`config.mk`:
```
export PLATFORM = sky130hd
export DESIGN_NAME = smtd_cell
export DESIGN_NICKNAME = d
export VERILOG_FILES = /design/src/hw/rtl/smtd_cell.sv
export SDC_FILE = /design/constraint.sdc
export NUM_CORES = 1
export LEC_CHECK = 0
export ABC_AREA = 1
export BUFFER_PORTS_ARGS = -buffer_cell sky130_fd_sc_hd__buf_2
export CORE_MARGIN = 4
export CORE_UTILIZATION = 25
export CTS_CLUSTER_DIAMETER = 40
export CTS_CLUSTER_SIZE = 28
export DETAILED_ROUTE_END_ITERATION = 10
export PLACE_DENSITY = 0.54
export SYNTH_ARGS = -nofsm -noshare
export SYNTH_HDL_FRONTEND = slang
export SYNTH_SLANG_ARGS = --single-unit
```
`constraint.sdc`:
```
create_clock -name clk -period 0.8 [get_ports clk]
set_clock_uncertainty 0.2 [all_clocks]
set_input_delay 0.16 -clock clk [delete_from_list [all_inputs] [get_ports clk]]
set_output_delay 0.16 -clock clk [all_outputs]
set_load 0.02 [all_outputs]
```
`src/hw/rtl/smtd_cell.sv`:
```
// One histogram bin cell of the rotating bin chain.
module smtd_cell #(
  parameter int CW = 11
) (
  input  logic          clk,
  input  logic          rst_n,
  input  logic          clr,
  input  logic          shift,
  input  logic [CW-1:0] d_in,
  output logic [CW-1:0] q
);
  logic [CW-1:0] cnt_r;
  logic [CW-1:0] cnt_nxt;

  always_comb begin
    cnt_nxt = cnt_r;
    if (clr) begin
      cnt_nxt = '0;
    end else if (shift) begin
      cnt_nxt = d_in;
    end
  end

  always_ff @(posedge clk) begin
    if (!rst_n) begin
      cnt_r <= '0;
    end else begin
      cnt_r <= cnt_nxt;
    end
  end

  assign q = cnt_r;
endmodule

```
After elaboration in Yosys (flattened, before gate mapping)
Index checks and enable logic that the tools add are counted.
Cells by class
  reductions and logical operators: 1
  bitwise operators: 1
Operators with widths (number)
  $reduce_or 2->1: 1
  $not 1->1: 1
Word-level totals
  register bits after elaboration: 11
  input bits: 15

Logic depth before layout (Yosys ltp)
Gate-level depths: netlist of run 1.
  depth after elaboration: 2
  gate-level depth with buffers: 4
  gate-level depth less buffers: 3

Worst setup path before layout of run 1
Ideal clock, no wire load.
  path kind: register to register
  from: register q[10] (netlist name)
  to: register cnt_r[10], in the netlist q[10]
  setup time: 66 ps
  cell stages (with the launch flop): 3
  data arrival time: 605 ps
  setup slack: -71 ps
  clock period less this slack: 871 ps
  path buffers: 0
  cell sequence: dfxtp_1 > nand2_1 > a21oi_2
RTL lines
  end signal, assigned: RTL line 28  | cnt_r <= cnt_nxt;
  end, declared: RTL line 12  | logic [CW-1:0] cnt_r;

Worst setup path after layout of run 1
  from: register cnt_r[9], in the netlist q[9]
  to: output q[9]
RTL lines
  end, declared: RTL line 10  | output logic [CW-1:0] q
No word-level cell between the ends.

==> summary.txt, run 1 <==
CTS
  – Clock slew at reported path FFs: 0.07 ns
  – Clock root cell: clkbuf_4
  – Clock tree buffer depth: 2
  – CTS tree: yes
  – CTS Sinks: 11
  – H-tree levels: 1
  – TritonCTS Buffers: 3
  – Worst skew pair latency: 0.26 ns

Layout
  – Diode count: 0
  – Max reg flops: 11
  – Filler instances: between 150 and 200
  – Area growth syn-to-layout: 91.2%
  – Nets: approximately 100
  – Layout cells sized above 1: roughly 70%
  – Design Area, Final: roughly 760 µm²

Synth
  – Mean Syn Cell Area: 7.93 µm²
  – Simple-Gate Fraction of Synth Area: 21.8%
  – Syn nets: 65
  – Xor and xnor fraction of the mapped netlist area: 0%
  – Cell Area, Synth: 397 µm²
  – Main combinational cell family by area after synthesis: simple AND/OR/NAND/NOR gates
  – Synthesized instance count: 50
  – Synth top area cells: dfxtp_1, nand2_1, a21oi_1
  – Post-synth top area cell: dfxtp_1
  – Adder-Cell Fraction of Synth Area: 0%
  – Unique masters post-synth: 8
  – Register area share after synthesis: 55.5%
  – Synth Area in Compound Gates: 14.8%
  – Share of the synthesized area in the top cell type: 55.5%
  – Post-synthesis mux area share: 0%
  – #FFs+latches synth: 11
  – Synth warn: 0

STA
  – Worst slew margin: 93.1%
  – RSZ-0062 raised after global routing: yes
  – Final Setup Violations: 17
  – Setup TNS: -3.29 ns
  – Fin crit share: 134%
  – Period minus WS final: 1.07 ns
  – Hold slack: -0.0636 ns
  – Fmax: 934 MHz
  – Worst-margin pin slew: 0.103 ns
  – Final Max Slew Viols: 0
  – Setup ws final: -0.271 ns
  – Fin. Hold Viols: 11

Setup path
  – CP delay by family, top: flip-flops
  – Worst path slowest cell: dfxtp_2
  – Endpoint class of the critical path: primary output
  – Required @ worst endpoint: 0.44 ns
  – Slowest stage delay, CP: 0.34 ns
  – Critical path class: reg2out
  – CP startpoint kind: flop
  – WP buf/inv: 1
  – Worst path cell trace: buf_6
  – Critical path peak fanout: 2
  – Critical Path AT: slightly above 0.7 ns

Global route
  – Remaining global-route overflow: 0
  – Vias in the first global route: 384
  – Pin count of the biggest net entering global routing: 12
  – Total GRT Usage: around a tenth
  – Antenna violations before repair: 0
  – First-pass GRT wire length: 1.48 mm

Die
  – Die ar.: 0.00229 mm²
  – # rows: 14
  – Starting Density: 26.3%
  – Top-Level Pins: 26
  – Die Wd: 47.8 µm
  – Die height: 47.8 µm
  – Core footprint: 0.00151 mm²

Worst hold path
  – Hold Crit Class: in2reg

Detailed routing
  – Via density: 4.34
  – DRT antenna net count: 0
  – First-pass detailed-route iteration total: 3
  – Wire per inst: 10.7 µm
  – Via count: between 400 and 500
  – Initial DRC Count: 2
  – DRT Wirelength: 1.10 mm
  – Drt drc: 0

Outcome
  – Failing checks: hold timing, setup timing
  – Status: complete, but fails checks

Placement
  – Port buffer count: 25
  – Routability cong.: 0.620
  – Placed inst area: 582 µm²
  – Pre-CTS setup slack: -0.123 ns
  – Detailed placement HPWL: roughly 750 µm

Power and ir drop
  – Power Density: 1510 mW/mm²
  – Max VDD drop: 555 µV
  – LEAKAGE: 0.350 nW

Flow run
  – Max-cap violations: 0
logic make-up after synthesis:
| group | Yosys count |
|---|---|
| buffers and inverters | 5 |
| AOI/OAI and AO/OA | 11 |
| DFF | 11 |
| and+or+nand+nor | 23 |
placed cells by master (no fill, tap or decap):
cell       n
nand2_1   19
buf_2     14
buf_6     11
dfxtp_2   11
buf_4     10
a21oi_2    8
nand2_2    4
a21oi_1    3
clkbuf_4   3
inv_1      2
clkbuf_1   1
buf_12     1
where the power goes:
| part | internal [mW] | total [mW] | switching, mW |
|---|---|---|---|
| clock network | 0.193 | 0.366 | 0.173 |
| logic | 0.107 | 0.202 | 0.0949 |
| registers | 0.568 | 0.580 | 0.0116 |
layer usage:
layer | GRT usage [%] | up-vias | routed length (µm)
met1 | 10.8 | 193 | 436
met5 | 0 | - | 0
met3 | 4.14 | 4 | 119
li1 | - | 232 | -
met2 | 14.8 | 18 | 522
met4 | 8.06 | 0 | 27
synth_stat cells, drive strengths merged:
cell / count
inv: 2
a21oi: 11
nand2: 23
buf: 3
dfxtp: 11
metrics by stage:
step	std cells	power (mW)	util (%)
2_1_floorplan	50	0.664	-
3_3_place_gp	93	0.740	38.6
3_5_place_dp	93	0.742	38.6
4_1_cts	97	1.14	44.9
5_1_grt	103	1.21	50.3
6_report	103	1.15	50.3
area by class of cell:
class / instances / area (µm²) / area share [%]
Clock buffer: 4 / 26.3 / 3.47
Timing Repair Buffer: 36 / 289 / 38.1
Multi-Input combinational cell: 34 / 181 / 23.9
Sequential cell: 11 / 234 / 30.9
Inverter: 2 / 7.51 / 0.990
Tap cell: 16 / 20.0 / 2.64
worst reg2reg max path, delay by kind of cell, from the launching register on:
family / cells / cell delay, ns
simple gates: 1 / 0.05
compound gates: 1 / 0.12
buf+inv: 1 / 0.10
flops: 1 / 0.34
path summary, 6_finish.rpt:
path | endpoint | start | slack (ns) | depth (start not counted)
setup reg to reg | q[9] | q[9] | -0.07 | 3
hold / removal | q[2] | d_in[2] | -0.06 | 3
hold reg to reg | q[6] | q[6] | 0.27 | 2
setup / recovery | q[9] | q[9] | -0.27 | 1
what timing repair did:
action | 4_1_cts | 5_1_grt
buffers inserted | 0 | 6
pin swaps | 0 | 2
resized for setup | 22 | 11
hold endpoints to repair | 11 | 11
endpoints found under the setup margin | 11 | 18
Power figures use the tool's default switching activity.
==> run 2, diff against run 1 <==
- CAP_MARGIN: unset -> 40
- CORE_AREA: unset -> 4 4 41 43
- CORE_MARGIN: 4 -> unset
- CORE_UTILIZATION: 25 -> unset
- DIE_AREA: unset -> 0 0 45 47
- PLACE_DENSITY: 0.54 -> 0.62
==> summary.txt, run 2 (synthesis gave the netlist of run 1 again) <==
CTS
  – Clock root cell: clkbuf_4
  – Clock slew at reported path FFs: 0.07 ns
  – TritonCTS Buffers: 3
  – H-tree levels: 1
  – Worst skew pair latency: 0.26 ns
  – CTS Sinks: 11
  – CTS tree: yes
  – Clock tree buffer depth: 2

Global route
  – Pin count of the biggest net entering global routing: 12
  – Total GRT Usage: 11.4%
  – Vias in the first global route: 410
  – First-pass GRT wire length: 1.68 mm
  – Remaining global-route overflow: 0
  – Antenna violations before repair: 0

Layout
  – Non-Filler Instances: 96
  – Multi-input gate area: approximately 170 µm²
  – Layout cells sized above 1: about 67%
  – Diode count: 0
  – Sequential Area: 234 µm²
  – Final Util: 53.4%
  – Filler instances: 138
  – Commonest non-fill, non-tap cell in the layout: nand2_1
  – Max reg flops: 11
  – Design Area, Final: 694 µm²
  – Area growth syn-to-layout: 75.1%
  – Most frequent cells in the layout: nand2_1, buf_2, buf_6, dfxtp_2, a21oi_2
  – Nets: 97

STA
  – Setup TNS: -3.13 ns
  – Worst-margin pin slew: 0.220 ns
  – Fin. Hold Viols: 11
  – Final Max Slew Viols: 0
  – Period minus WS final: 1.08 ns
  – Setup ws final: -0.278 ns
  – Worst slew margin: ~85%
  – RSZ-0062 raised after global routing: yes
  – Fin crit share: 135%
  – Fmax: ~930 MHz
  – Final Setup Violations: 13
  – Hold slack: -0.0683 ns

Detailed routing
  – DRT Wirelength: 1.06 mm
  – Drt drc: 0
  – First-pass detailed-route iteration total: 1
  – DRT antenna net count: 0
  – Initial DRC Count: 0
  – Wire per inst: 11.1 µm
  – Via count: 428
  – Via density: between 4 and 5

Setup path
  – Required @ worst endpoint: 0.44 ns
  – Worst path slowest cell: dfxtp_2
  – Critical Path AT: 0.72 ns
  – Critical path class: reg2out
  – Endpoint class of the critical path: primary output
  – CP startpoint: q[2]
  – CP startpoint kind: flop
  – R2r startpoint: q[2]
  – Critical path peak fanout: 2
  – WP buf/inv: 1
  – Slowest stage delay, CP: 0.34 ns
  – CP delay by family, top: flip-flops
  – Worst path cell trace: buf_6

Outcome
  – Status: complete, but fails checks
  – Failing checks: hold timing, setup timing

Die
  – Die height: 47 µm
  – Starting Density: 30.5%
  – Die Wd: 45 µm
  – Top-Level Pins: 26
  – # rows: 13
  – Die ar.: 0.00212 mm²
  – Core footprint: 0.00130 mm²

Flow run
  – Max-cap violations: 0

Placement
  – Placed inst area: 553 µm²
  – DP Cell Count: 90
  – Routability cong.: 0.597
  – Port buffer count: 25
  – Detailed placement HPWL: 715 µm

Worst hold path
  – Hold path start: d_in[7]
  – Hold Crit Class: in2reg

Power and ir drop
  – Power Density: 1630 mW/mm²
  – Max VDD drop: 877 µV
  – LEAKAGE: 0.307 nW
[run 2: cell count changes in the layout (fill, tap and decap cells not counted)]
cell,before,now
nand2_2,4,2
buf_4,10,5
a21oi_1,3,4
buf_12,1,0
clkinvlp_4,0,1
nand2_1,19,21
inv_1,2,1
a21oi_2,8,7
[run 2: layer usage]
layer	vias up	GRT usage [%]	wire, µm
li1	219	-	-
met1	192	13.2	472
met2	17	18.4	512
met3	0	3.83	77
met4	0	7.02	0
met5	-	0	0
[run 2: where the power goes]
group / internal [mW] / total [mW] / switching, mW
Clock: 0.193 / 0.377 / 0.184
Combinational: 0.0865 / 0.174 / 0.0879
Sequential: 0.568 / 0.580 / 0.0119
[run 2: through the flow]
stage	total power [mW]	setup WS, ns
global route	1.20	-0.317
CTS	1.13	-0.291
floorplan	0.664	-0.00329
finish	1.13	-0.278
global placement	0.723	-0.195
detailed placement	0.725	-0.232
[run 2: area by class of cell]
class,instances,share of cell area [%]
clock buffers,4,3.78
flip-flops and latches,11,33.7
repair buffers,30,33.3
well taps,15,2.70
multi-input cells,34,24.9
inverters,2,1.62
[run 2: path summary, 6_finish.rpt]
path | endpoint | slack [ns] | cells after the start
setup reg to reg | q[2] | -0.07 | 3
hold reg to reg | q[5] | 0.27 | 2
hold / removal | q[7] | -0.07 | 3
setup / recovery | q[2] | -0.28 | 1
[run 2: timing repair]
action / 4_1_cts / 5_1_grt
pin swaps: 0 / 1
gates cloned: 0 / 0
buffers inserted: 0 / 2
endpoints found under the setup margin: 11 / 22
hold endpoints to repair: 11 / 11
gates resized for setup: 22 / 9
==> run 3, diff against run 2 <==
- PLACE_DENSITY: 0.62 -> 0.74
==> summary.txt, run 3 (synthesis gave the netlist of run 1 again) <==
Die
  – Die height: approximately 47 µm
  – Core footprint: 0.00130 mm²
  – Die Wd: 45 µm
  – Die ar.: 0.00212 mm²
  – Top-Level Pins: 26
  – Starting Density: 30.5%
  – # rows: 13

Power and ir drop
  – Power Density: 1550 mW/mm²
  – Max VDD drop: 961 µV
  – LEAKAGE: about 0.35 nW

STA
  – RSZ-0062 raised after global routing: yes
  – Setup ws final: -0.288 ns
  – Worst slew margin: 81.3%
  – Final Max Slew Viols: 0
  – Fin. Hold Viols: 11
  – Fin crit share: 136%
  – Period minus WS final: approximately 1.1 ns
  – Final Setup Violations: 15
  – Hold slack: -0.0668 ns
  – Worst-margin pin slew: ~0.28 ns
  – Fmax: 919 MHz

Layout
  – Layout cells sized above 1: 71.4%
  – Area growth syn-to-layout: 86.8%
  – Most frequent cells in the layout: nand2_1, buf_2, buf_6
  – Max reg flops: 11
  – Nets: 100
  – Filler instances: 130
  – Final Util: a little under three fifths
  – Diode count: 0
  – Commonest non-fill, non-tap cell in the layout: nand2_1

Setup path
  – Slowest stage delay, CP: approximately 0.35 ns
  – Critical path peak fanout: 2
  – WP buf/inv: 1
  – Required @ worst endpoint: 0.44 ns
  – CP startpoint kind: flop
  – Critical Path AT: 0.73 ns
  – Critical path class: reg2out
  – Worst path cell trace: buf_6
  – R2R Setup Slk: -0.08 ns
  – Endpoint class of the critical path: primary output
  – Worst path slowest cell: dfxtp_2
  – CP delay by family, top: flip-flops

Global route
  – Remaining global-route overflow: 0
  – GR Util met3: 3.45%
  – Top Usage Layer GRT: met2
  – Pin count of the biggest net entering global routing: 12
  – Antenna violations before repair: 0
  – First-pass GRT wire length: 1.69 mm
  – Grt met2 use: around 17%
  – Total GRT Usage: between 10% and 20%
  – Vias in the first global route: 419
  – Met1 Usage GRT: 13.5%

Detailed routing
  – Wire per inst: roughly 10 µm
  – First-pass detailed-route iteration total: 3
  – Via count: roughly 440
  – Initial DRC Count: 2
  – DRT Wirelength: 1.03 mm
  – DRT antenna net count: 0
  – Drt drc: 0
  – Via density: 4.41

CTS
  – Clock tree buffer depth: 2
  – H-tree levels: 1
  – CTS Sinks: 11
  – Clock slew at reported path FFs: 0.07 ns
  – CTS tree: yes
  – Worst skew pair latency: about 0.26 ns
  – Clock root cell: clkbuf_4
  – TritonCTS Buffers: 3

Placement
  – Detailed placement HPWL: 732 µm
  – Port buffer count: 25
  – Routability cong.: ~0.62

Outcome
  – Failing checks: hold timing, setup timing
  – Status: complete, but fails checks

Worst hold path
  – Hold Crit Class: in2reg

Flow run
  – Max-cap violations: 0
[run 3: cell type report]
type / count / area (µm²) / area share (%)
clock buffers: 4 / 26.3 / 3.55
inverters: 2 / 7.51 / 1.01
multi-input cells: 34 / 193 / 26.0
flip-flops and latches: 11 / 234 / 31.6
well taps: 15 / 18.8 / 2.53
repair buffers: 33 / 262 / 35.3
[run 3: timing repair]
item,CTS,global route
hold endpoints to repair,11,11
setup endpoints to repair,11,21
pin swaps,1,5
setup buffers,2,3
gates resized for setup,25,14
[run 3: path summary, 6_finish.rpt]
| check | startpoint | end | cells after the start |
|---|---|---|---|
| worst max-delay path | q[4] | q[4] | 1 |
| worst min register to register | q[9] | q[9] | 2 |
| worst max register to register | q[4] | q[4] | 3 |
| worst min-delay path | d_in[8] | q[8] | 3 |
[run 3: stage by stage]
stage,total power [mW],std cells,TNS (ns),instance area [µm²],setup slack [ns]
final,1.15,99,-3.27,741,-0.288
after global routing,1.20,99,-3.69,741,-0.308
after CTS,1.14,97,-3.25,681,-0.288
after global placement,0.726,91,-1.93,561,-0.171
after detailed placement,0.727,91,-2.17,561,-0.207
after floorplan,0.664,50,-0.00329,410,-0.00329
[run 3: per-layer routing]
layer / wire [µm] / vias up
li1: - / 226
met1: 415 / 193
met2: 493 / 18
met3: 116 / 0
met4: 0 / 0
met5: 0 / -
[run 3: power by group]
group	internal (mW)	total (mW)	switching (mW)
logic	0.0957	0.187	0.0917
clock network	0.193	0.379	0.186
registers	0.568	0.581	0.0128
